File: src/hdl/tcpq_pkg.sv
// Shared types and codes for the three-class strict priority queue.
`default_nettype none

package tcpq_pkg;

  typedef enum logic {
    OP_ENQUEUE = 1'b0,
    OP_DEQUEUE = 1'b1
  } op_e;

  typedef enum logic [1:0] {
    CLASS_A   = 2'd0,
    CLASS_B   = 2'd1,
    CLASS_C   = 2'd2,
    CLASS_BAD = 2'd3
  } class_e;

  typedef enum logic [2:0] {
    ST_ENQUEUED  = 3'd0,
    ST_DEQUEUED  = 3'd1,
    ST_EMPTY     = 3'd2,
    ST_FULL      = 3'd3,
    ST_BAD_CLASS = 3'd4
  } status_e;

  localparam int unsigned ClassCount = 3;

  // Per-request decision handed from the control to the store and result stage.
  typedef struct packed {
    logic    wr_en;
    logic    rd_en;
    class_e  sel_cls;
    status_e status;
  } ctrl_t;

endpackage

`default_nettype wire

File: src/hdl/tcpq_ctrl.sv
// Head, tail and fill counters per class, and the strict priority decision.
`default_nettype none

module tcpq_ctrl #(
  parameter int unsigned QUEUE_DEPTH = 16,
  localparam int unsigned IW = $clog2(QUEUE_DEPTH),
  localparam int unsigned CW = $clog2(QUEUE_DEPTH + 1)
) (
  input  wire logic            clk_i,
  input  wire logic            rst_ni,
  input  wire logic            fire_i,
  input  wire tcpq_pkg::op_e   op_i,
  input  wire logic [1:0]      cls_i,
  output tcpq_pkg::ctrl_t      ctl_o,
  output logic [IW-1:0]        waddr_o,
  output logic [IW-1:0]        raddr_o
);
  import tcpq_pkg::*;

  logic [IW-1:0] head_q  [ClassCount];
  logic [IW-1:0] tail_q  [ClassCount];
  logic [CW-1:0] count_q [ClassCount];
  logic [ClassCount-1:0] nonempty;
  logic [ClassCount-1:0] full;

  function automatic logic [IW-1:0] wrap_inc(input logic [IW-1:0] ptr);
    return (ptr == IW'(QUEUE_DEPTH - 1)) ? '0 : ptr + 1'b1;
  endfunction

  always_comb begin
    for (int c = 0; c < ClassCount; c++) begin
      nonempty[c] = (count_q[c] != '0);
      full[c]     = (count_q[c] == CW'(QUEUE_DEPTH));
    end
  end

  always_comb begin
    ctl_o   = '{wr_en: 1'b0, rd_en: 1'b0, sel_cls: CLASS_A, status: ST_EMPTY};
    waddr_o = '0;
    raddr_o = '0;
    if (op_i == OP_ENQUEUE) begin
      unique case (cls_i) inside
        CLASS_A, CLASS_B, CLASS_C: begin
          if (full[cls_i]) begin
            ctl_o.status = ST_FULL;
          end else begin
            ctl_o.status  = ST_ENQUEUED;
            ctl_o.wr_en   = fire_i;
            ctl_o.sel_cls = class_e'(cls_i);
            waddr_o       = tail_q[cls_i];
          end
        end
        default: ctl_o.status = ST_BAD_CLASS;
      endcase
    end else begin
      // served_class stays A unless a tag is actually removed
      if (nonempty[CLASS_A]) begin
        ctl_o.sel_cls = CLASS_A;
      end else if (nonempty[CLASS_B]) begin
        ctl_o.sel_cls = CLASS_B;
      end else if (nonempty[CLASS_C]) begin
        ctl_o.sel_cls = CLASS_C;
      end
      if (nonempty != '0) begin
        ctl_o.status = ST_DEQUEUED;
        ctl_o.rd_en  = fire_i;
        raddr_o      = head_q[ctl_o.sel_cls];
      end
    end
  end

  always_ff @(posedge clk_i or negedge rst_ni) begin
    if (!rst_ni) begin
      for (int c = 0; c < ClassCount; c++) begin
        head_q[c]  <= '0;
        tail_q[c]  <= '0;
        count_q[c] <= '0;
      end
    end else begin
      if (ctl_o.wr_en) begin
        tail_q[ctl_o.sel_cls]  <= wrap_inc(tail_q[ctl_o.sel_cls]);
        count_q[ctl_o.sel_cls] <= count_q[ctl_o.sel_cls] + 1'b1;
      end
      if (ctl_o.rd_en) begin
        head_q[ctl_o.sel_cls]  <= wrap_inc(head_q[ctl_o.sel_cls]);
        count_q[ctl_o.sel_cls] <= count_q[ctl_o.sel_cls] - 1'b1;
      end
    end
  end

endmodule

`default_nettype wire

File: src/hdl/tcpq_store.sv
// Tag memory for the three class FIFOs, one write and one registered read port.
`default_nettype none

module tcpq_store #(
  parameter int unsigned QUEUE_DEPTH = 16,
  localparam int unsigned IW = $clog2(QUEUE_DEPTH)
) (
  input  wire logic            clk_i,
  input  wire tcpq_pkg::ctrl_t ctl_i,
  input  wire logic [IW-1:0]   waddr_i,
  input  wire logic [IW-1:0]   raddr_i,
  input  wire logic [31:0]     wdata_i,
  output logic [31:0]          rdata_o
);
  import tcpq_pkg::*;

  logic [31:0] mem_q [ClassCount][QUEUE_DEPTH];
  logic [31:0] rdata_q;

  always_ff @(posedge clk_i) begin
    if (ctl_i.wr_en) begin
      mem_q[ctl_i.sel_cls][waddr_i] <= wdata_i;
    end
  end

  // read data holds until the next dequeue, so a stalled result keeps its tag
  always_ff @(posedge clk_i) begin
    if (ctl_i.rd_en) begin
      rdata_q <= mem_q[ctl_i.sel_cls][raddr_i];
    end
  end

  assign rdata_o = rdata_q;

endmodule

`default_nettype wire

File: src/hdl/three_class_priority_queue.sv
// Top level of the three-class strict priority queue.
//
//  channel   dir  handshake                      tdata        tuser (low bit up)
//  s_axis    in   s_axis_tvalid / s_axis_tready  payload_tag  operation, priority_class
//  m_axis    out  m_axis_tvalid / m_axis_tready  served_tag   status, served_class
//
// One request a cycle sustained while m_axis_tready stays high; each request passes
// the input register, then the decision and store read into the result register.
// The rate is set by the single decide stage: counters and the store's one
// write / one read port are touched once per request.
// Reset clears pointers, fill counts and valid flags only; the tag store is not cleared.
// A stalled result holds in the result register while one more request waits in
// the input register; s_axis_tready drops only when both are occupied.
`default_nettype none

module three_class_priority_queue #(
  parameter int unsigned QUEUE_DEPTH = 16
) (
  input  wire logic        clk_i,
  input  wire logic        rst_ni,
  input  wire logic        s_axis_tvalid,
  output logic             s_axis_tready,
  input  wire logic [31:0] s_axis_tdata,   // [31:0] payload_tag
  input  wire logic [2:0]  s_axis_tuser,   // [0] operation, [2:1] priority_class
  output logic             m_axis_tvalid,
  input  wire logic        m_axis_tready,
  output logic [31:0]      m_axis_tdata,   // [31:0] served_tag
  output logic [4:0]       m_axis_tuser    // [2:0] status, [4:3] served_class
);
  import tcpq_pkg::*;

  localparam int unsigned IW = $clog2(QUEUE_DEPTH);

  // input register
  logic        a_valid_q;
  op_e         a_op_q;
  logic [31:0] a_tag_q;
  logic [1:0]  a_cls_q;

  // result register
  logic        b_valid_q;
  status_e     b_status_q;
  class_e      b_cls_q;

  logic          advance;
  ctrl_t         ctl;
  logic [IW-1:0] waddr;
  logic [IW-1:0] raddr;
  logic [31:0]   rd_tag;

  // the input stage moves on when the result slot is free or being drained
  assign advance       = a_valid_q && (!b_valid_q || m_axis_tready);
  assign s_axis_tready = !a_valid_q || advance;

  always_ff @(posedge clk_i or negedge rst_ni) begin
    if (!rst_ni) begin
      a_valid_q <= 1'b0;
    end else if (s_axis_tready) begin
      a_valid_q <= s_axis_tvalid;
    end
  end

  always_ff @(posedge clk_i) begin
    if (s_axis_tready && s_axis_tvalid) begin
      a_op_q  <= op_e'(s_axis_tuser[0]);
      a_cls_q <= s_axis_tuser[2:1];
      a_tag_q <= s_axis_tdata;
    end
  end

  tcpq_ctrl #(
    .QUEUE_DEPTH(QUEUE_DEPTH)
  ) u_ctrl (
    .clk_i   (clk_i),
    .rst_ni  (rst_ni),
    .fire_i  (advance),
    .op_i    (a_op_q),
    .cls_i   (a_cls_q),
    .ctl_o   (ctl),
    .waddr_o (waddr),
    .raddr_o (raddr)
  );

  tcpq_store #(
    .QUEUE_DEPTH(QUEUE_DEPTH)
  ) u_store (
    .clk_i   (clk_i),
    .ctl_i   (ctl),
    .waddr_i (waddr),
    .raddr_i (raddr),
    .wdata_i (a_tag_q),
    .rdata_o (rd_tag)
  );

  always_ff @(posedge clk_i or negedge rst_ni) begin
    if (!rst_ni) begin
      b_valid_q <= 1'b0;
    end else if (advance) begin
      b_valid_q <= 1'b1;
    end else if (m_axis_tready) begin
      b_valid_q <= 1'b0;
    end
  end

  always_ff @(posedge clk_i) begin
    if (advance) begin
      b_status_q <= ctl.status;
      b_cls_q    <= (ctl.status == ST_DEQUEUED) ? ctl.sel_cls : CLASS_A;
    end
  end

  // tag is only meaningful on a dequeue; every other status shows zero
  assign m_axis_tvalid = b_valid_q;
  assign m_axis_tdata  = (b_status_q == ST_DEQUEUED) ? rd_tag : '0;
  assign m_axis_tuser  = {b_cls_q, b_status_q};

  // -------------------------------------------------------------------------
  // assertions

  a_store_one_port: assert property (@(posedge clk_i) disable iff (!rst_ni)
    !(ctl.wr_en && ctl.rd_en))
    else $error("store written and read by the same request");

  a_advance_gives_result: assert property (@(posedge clk_i) disable iff (!rst_ni)
    advance |=> m_axis_tvalid)
    else $error("processed request left no result");

  a_fields_zero: assert property (@(posedge clk_i) disable iff (!rst_ni)
    (m_axis_tvalid && (m_axis_tuser[2:0] != ST_DEQUEUED)) |->
      ((m_axis_tuser[4:3] == CLASS_A) && (m_axis_tdata == '0)))
    else $error("served fields not cleared on a non-dequeue result");

  a_enable_only_on_advance: assert property (@(posedge clk_i) disable iff (!rst_ni)
    (ctl.wr_en || ctl.rd_en) |-> advance)
    else $error("store touched without a request moving on");

endmodule

`default_nettype wire
File: config.mk
export PLATFORM = sky130hd
export DESIGN_NAME = three_class_priority_queue
export DESIGN_NICKNAME = d
export VERILOG_FILES = /design/src/hdl/tcpq_pkg.sv /design/src/hdl/tcpq_ctrl.sv /design/src/hdl/tcpq_store.sv /design/src/hdl/three_class_priority_queue.sv
export SDC_FILE = /design/constraint.sdc
export NUM_CORES = 2
export LEC_CHECK = 0
export BUFFER_PORTS_ARGS = -buffer_cell sky130_fd_sc_hd__buf_2
export CAP_MARGIN = 20
export CORE_MARGIN = 8
export CORE_UTILIZATION = 44
export DETAILED_ROUTE_END_ITERATION = 8
export PLACE_DENSITY_LB_ADDON = 0.12
export SLEW_MARGIN = 20
export SYNTH_ARGS = -nofsm -noshare
export SYNTH_HDL_FRONTEND = slang
export SYNTH_SLANG_ARGS = --single-unit
File: constraint.sdc
create_clock -name clk_i -period 9.65 [get_ports clk_i]
set_input_delay 1.4475 -clock clk_i [delete_from_list [all_inputs] [get_ports clk_i]]
set_output_delay 1.4475 -clock clk_i [all_outputs]
set_load 0.01 [all_outputs]
* Word-level counts from Yosys, hierarchy flattened *
Memories as Yosys holds them, arrays and structs flattened.
Cells that the tools add are included.

cells by class
  reductions and logical operators = 15
  $add $sub $neg = 4
  $lt $le $gt $ge = 8
  muxes and demuxes = 59
  equal/unequal tests = 9
  bitwise gates (word level) = 5

operators by type and width
  cell                   count
  $mux W512              1
  $bmux W32 S4           1
  $demux W32 S4          1
  $mux W32               4
  $mux W4                16
  $bmux W4 S2            4
  $bwmux W15             2
  $mux W15               2
  $bwmux W12             2
  $mux W5                4
  $mux W2                8
  $eq A5 B5 Y1 const B   3
  $reduce_bool A5 Y1     3
  $bmux W5 S2            1
  $demux W5 S2           1
  $ge A5 B5 Y1 const B   2
  $not A4 Y5             2
  $ge A3 B3 Y1 const B   3
  $mux W1                9
  $not A2 Y3             3
  $add A4 B1 Y4 const B  2
  $demux W4 S2           1
  $eq A4 B4 Y1 const B   2
  $eq A3 B1 Y1 const B   2
  other kinds (16)       21

word-level totals
  memories = 1
  word-level logic and storage cells = 118
  memory bits (writable) = 1536
  register bits after elaboration = 113
  output and inout port bits = 39

memory list
  name           depth  width  read ports  clocked after memory_dff  write ports  line              text
  u_store.mem_q  3      512    1           0                         1            tcpq_store.sv:17  logic [31:0] mem_q [ClassCount][QUEUE_DEPTH];

* Depth between registers and ports, before layout *
  depth after elaboration = 15
  mapped depth = 13
  mapped depth without buffers = 11

* Modules after synthesis *
A second synthesis with hierarchy kept.

second synthesis, totals
  cells, all modules = 3752
  area total of the unflattened synthesis = 65741.8 µm²

by module, submodules not included
  module                      times used  area each (µm²)  cells each
  tcpq_store                  1           61427.7          3381
  tcpq_ctrl                   1           2743.9           285
  three_class_priority_queue  1           1570.3           86

* Worst setup path after synthesis *
OpenSTA, ideal clock, no wires.

  kind = input-to-reg
  from = input m_axis_tready
  to = memory u_store.mem_q[0][100] in the netlist's numbering (enable)
  stages on the path = 7
  arrival = 3.990 ns
  setup slack = 5.239 ns
  data required time = 9.229 ns
  buffers on the path = 1
  cells stage by stage = nand2b_1 > nand2_1 > a211oi_1 > clkbuf_1 > nor3b_1 > nand2_1 > nor2_1

on the way
  word-level cells in the longest chain between the ends = 7

ends and longest elaborated chain
  what                             line                              text
  from (decl)                      three_class_priority_queue.sv:26  input wire logic m_axis_tready,
  $logic_or A1 B1 Y1               three_class_priority_queue.sv:52  assign advance = a_valid_q && (!b_valid_q || m_axis_tready);
  $logic_and A1 B1 Y1              three_class_priority_queue.sv:52
  $mux W1                          tcpq_ctrl.sv:44                   if (full[cls_i]) begin
  $mux W1                          tcpq_ctrl.sv:42                   unique case (cls_i) inside
  $mux W1                          tcpq_ctrl.sv:41                   if (op_i == OP_ENQUEUE) begin
  $mux W1                          tcpq_store.sv:21                  if (ctl_i.wr_en) begin
  $mux W512 (not written as such)  tcpq_store.sv:22                  mem_q[ctl_i.sel_cls][waddr_i] <= wdata_i;
  to (decl)                        tcpq_store.sv:17

Every way passes these cells.

* Final worst setup path *
  from = register u_ctrl.count_q[13] in the netlist's numbering
  to = register u_store.rdata_q[25] (netlist: u_store.rdata_o[25]) (data pin)

on the way
  word-level cells in the longest chain between the ends = 13
  elaborated cells between the ends (all ways) = 21
  classes of those cells = 1 x eq/ne; 15 x mux; 2 x bitwise; 2 x reduce/logical; 1 x memory

ends and longest elaborated chain
  what                                             line              text
  from (decl)                                      tcpq_ctrl.sv:22   logic [CW-1:0] count_q [ClassCount];
  from (signal, indexed assignment)                tcpq_ctrl.sv:82   count_q[ctl_o.sel_cls] <= count_q[ctl_o.sel_cls] + 1'b1;
  from (signal, indexed assignment)                tcpq_ctrl.sv:86   count_q[ctl_o.sel_cls] <= count_q[ctl_o.sel_cls] - 1'b1;
  $reduce_bool A5 Y1                               tcpq_ctrl.sv:32   nonempty[c] = (count_q[c] != '0);
  $mux W2                                          tcpq_ctrl.sv:57   if (nonempty[CLASS_A]) begin
  $mux W2                                          tcpq_ctrl.sv:41
  $not A2 Y3 (not written as such)                 tcpq_ctrl.sv:67   raddr_o = head_q[ctl_o.sel_cls];
  $bmux W4 S2                                      tcpq_ctrl.sv:67
  $mux W4 (not written as such) (2 in a row)       tcpq_ctrl.sv:67
  $mux W4                                          tcpq_ctrl.sv:64   if (nonempty != '0) begin
  $mux W4                                          tcpq_ctrl.sv:41
  $not A4 Y5 (not written as such)                 tcpq_store.sv:29  rdata_q <= mem_q[ctl_i.sel_cls][raddr_i];
  $bmux W32 S4 (*)                                 tcpq_store.sv:29
  $mux W32 (not written as such) (*) (2 in a row)  tcpq_store.sv:29
  to (signal assigned)                             tcpq_store.sv:29
  to (decl)                                        tcpq_store.sv:18  logic [31:0] rdata_q;

Every way passes the cells marked *; elsewhere a longest branch is shown, timed or not. The select of a mux whose other input is x is not followed.
A chain may end at the register's enable or synchronous reset.

==> results.json <==
{
  "drc": 0,
  "finalSetupViolCount": 0,
  "final_hold_viol_count": 0,
  "track_usage_pct": 24.06,
  "rsz0062_at_grt": "false",
  "startpoint_type": "flop",
  "hp-class": "reg2reg",
  "post_cts_resized": 0,
  "syn_inst": 3611,
  "syn_area_um2": 62840,
  "vias": 36760,
  "crit_fanout": 149,
  "tightest_slew_ps": 1268,
  "die_w_um": 393.9,
  "drtIter0Drc": 4984,
  "leakage_uw": 0.02174,
  "start_util_pct": 44.38,
  "cts_buffers": 170,
  "h-tree-depth": 4,
  "yosysTopAreaCell": "edfxtp_1",
  "yosys_warnings": 0,
  "area_growth_syn_to_layout_pct": 12.79,
  "final_util_pct": 50.06,
  "drive_gt1_share_pct": 13.10,
  "powerDensity_nw_per_um2": 250.1,
  "grt_max_degree": 236,
  "syn_avg_cell_area_um2": 17.40,
  "post-route-period-util_pct": 57.99,
  "synth_edf_count": 1608,
  "timing.fmax_mhz": 178.7,
  "arrival_ps": 6090,
  "routed_wl_um": 193600,
  "crit_slowest_cell": "buf_4",
  "clock-sinks": 1649,
  "cts_root_buf": "clkbuf_16",
  "worst_ir_drop_vdd_mv": 0.2581,
  "ant_nets": 0,
  "place.gp.congestion": 0.8136,
  "postCtsHoldBufs": 0,
  "cp-end-kind": "flop",
  "dieArea_um2": 155200,
  "cap_viol_max_count": 0,
  "grt_remaining_overflow": 0,
  "grt_pass1_wl_um": 270500,
  "clkLatencyLatePin_ps": 790,
  "ys_seq_elements": 1649,
  "relSlewSlack_pct": 15.49,
  "slew_viol_final": 0,
  "portBuffers": 77,
  "worst-endpoint-required_ps": 10140,
  "antenna_found_initial": 5,
  "pin_count": 78,
  "skew_ps": 25.68,
  "clockBufferDepth": 3,
  "setup_tns_ps": 0,
  "path_buf_inv": 3,
  "synth_top_cell_area_share_pct": 76.84,
  "yosysSeqAreaShare_pct": 78.47,
  "crit_family": "simple AND/OR/NAND/NOR gates",
  "fp-row-count": 138,
  "synth_area_leaders": "edfxtp_1 77%, a221oi_1 7.2%, mux2i_1 4.2%",
  "ys.flop_type": "edfxtp_1",
  "grt_pass1_vias": 35763,
  "status": "completed",
  "fin_nets": 3744,
  "synth_cell_type_count": 53,
  "cts_tree": "done",
  "cts_setup_buffers": 0,
  "core_area_um2": 141600,
  "holdWs_ps": 498.1,
  "critical_path_class": "reg2reg",
  "timing.final.crit_period_ps": 5597,
  "first_pass_iters": 6,
  "vias_per_cell": 6.422,
  "max_stage_delay_ps": 810,
  "clk_pin_slew_ps": 60,
  "synth_most_common_cell": "edfxtp_1",
  "fp.dieH_um": 393.9,
  "ys_top_cells_by_count": "1608 x edfxtp_1, 514 x a221oi_1, 268 x o21ai_0",
  "synthArstFlopShare_pct": 2.486,
  "wire_per_inst_um": 33.83,
  "crit_chain": "or4_4, or4_1, o21ai_4, buf_4, buf_12, buf_16, a221oi_1, o21ai_0, a21oi_1, nor4_1",
  "syn-num-nets": 3654,
  "hpwl_um": 96420
}
[registers in the layout (all words and copies together), names as in the netlist]
signal and flops:
b_cls_q 2, u_store.rdata_o 32, a_tag_q 32, a_valid_q 1, m_axis_tvalid 1, u_ctrl.head_q 12, u_ctrl.count_q 15, u_ctrl.tail_q 12
u_store.mem_q 1536, a_op_q 1, b_status_q 3, a_cls_q 2
[final cells by class]
class | instances | area (um2)
timing repair buffer | 191 | 1368
clock buffer | 224 | 4593
antenna | 2 | 5.005
inverter | 10 | 38.79
multi-input combinational | 1679 | 12550
fill | 11570 | 70710
clock inverter | 79 | 640.6
sequential | 1649 | 49310
tap | 1890 | 2365
[per-layer routing]
metal / global-route usage [%] / wire (um)
met5: 0 / 0
met4: 6.963 / 4961
met3: 4.236 / 16110
met2: 38.88 / 92070
met1: 33.64 / 80490
[worst paths after layout]
| path | from | end | slack (ps) | cells after the start |
|---|---|---|---|---|
| min reg2reg | a_valid_q$_DFFE_PN0N_ | m_axis_tvalid$_DFFE_PN0P_ | 500 | 1 |
| min | a_valid_q$_DFFE_PN0N_ | m_axis_tvalid$_DFFE_PN0P_ | 500 | 1 |
| max in group asynchronous | rst_ni | u_ctrl.count_q[5]$_DFF_PN0_ | 8240 | 1 |
| max | u_ctrl.count_q[13]$_DFF_PN0_ | u_store.rdata_o[25]$_DFFE_PP_ | 4050 | 10 |
| min in group asynchronous | rst_ni | u_ctrl.count_q[11]$_DFF_PN0_ | 810 | 1 |
| max reg2reg | u_ctrl.count_q[13]$_DFF_PN0_ | u_store.rdata_o[25]$_DFFE_PP_ | 4050 | 10 |
[layout by cell type, fill, tap and decap left out, drive strengths merged, types with 10 or more instances in the layout]
cell / synthesis / final
mux2i: 266 / 266
a21oi: 156 / 156
mux2: 10 / 10
inv: 10 / 15
o21ai: 271 / 271
edfxtp: 1608 / 1608
clkbuf: 85 / 224
dfrtp: 41 / 41
o22ai: 133 / 133
and2: 38 / 38
nor3: 16 / 16
clkinv: 0 / 60
nand2: 77 / 77
nor4: 36 / 36
nor2: 78 / 78
buf: 188 / 191
a221oi: 514 / 514
[through the flow]
stage	worst slack, ps	area (um2)	cells	power, uW
3_5_place_dp	4166	65570	5416	11600
3_3_place_gp	4171	65570	5416	11560
4_1_cts	4161	70810	5719	17790
6_report	4053	70870	5724	17720
2_1_floorplan	5239	62840	3611	10530
5_1_grt	3749	70870	5722	18320
[logic make-up after synthesis]
kind of cell,share of synthesized area (%)
flip-flops,78.47
AO/OA/AOI/OAI,12.50
XOR/XNOR,0.1673
adder cells (fa/ha/maj),0.07965
buffers and inverters,2.274
AND/OR/NAND/NOR,2.091
multiplexers,4.416
[power by group]
group | leakage, uW | internal [uW] | total (uW) | switching (uW)
Sequential | 0.0150 | 8090 | 8230 | 143
Clock | 0.00254 | 3580 | 6240 | 2670
Combinational | 0.00422 | 1090 | 3250 | 2160
Total | 0.0217 | 12700 | 17700 | 4970
Power figures use the tool's default switching activity.
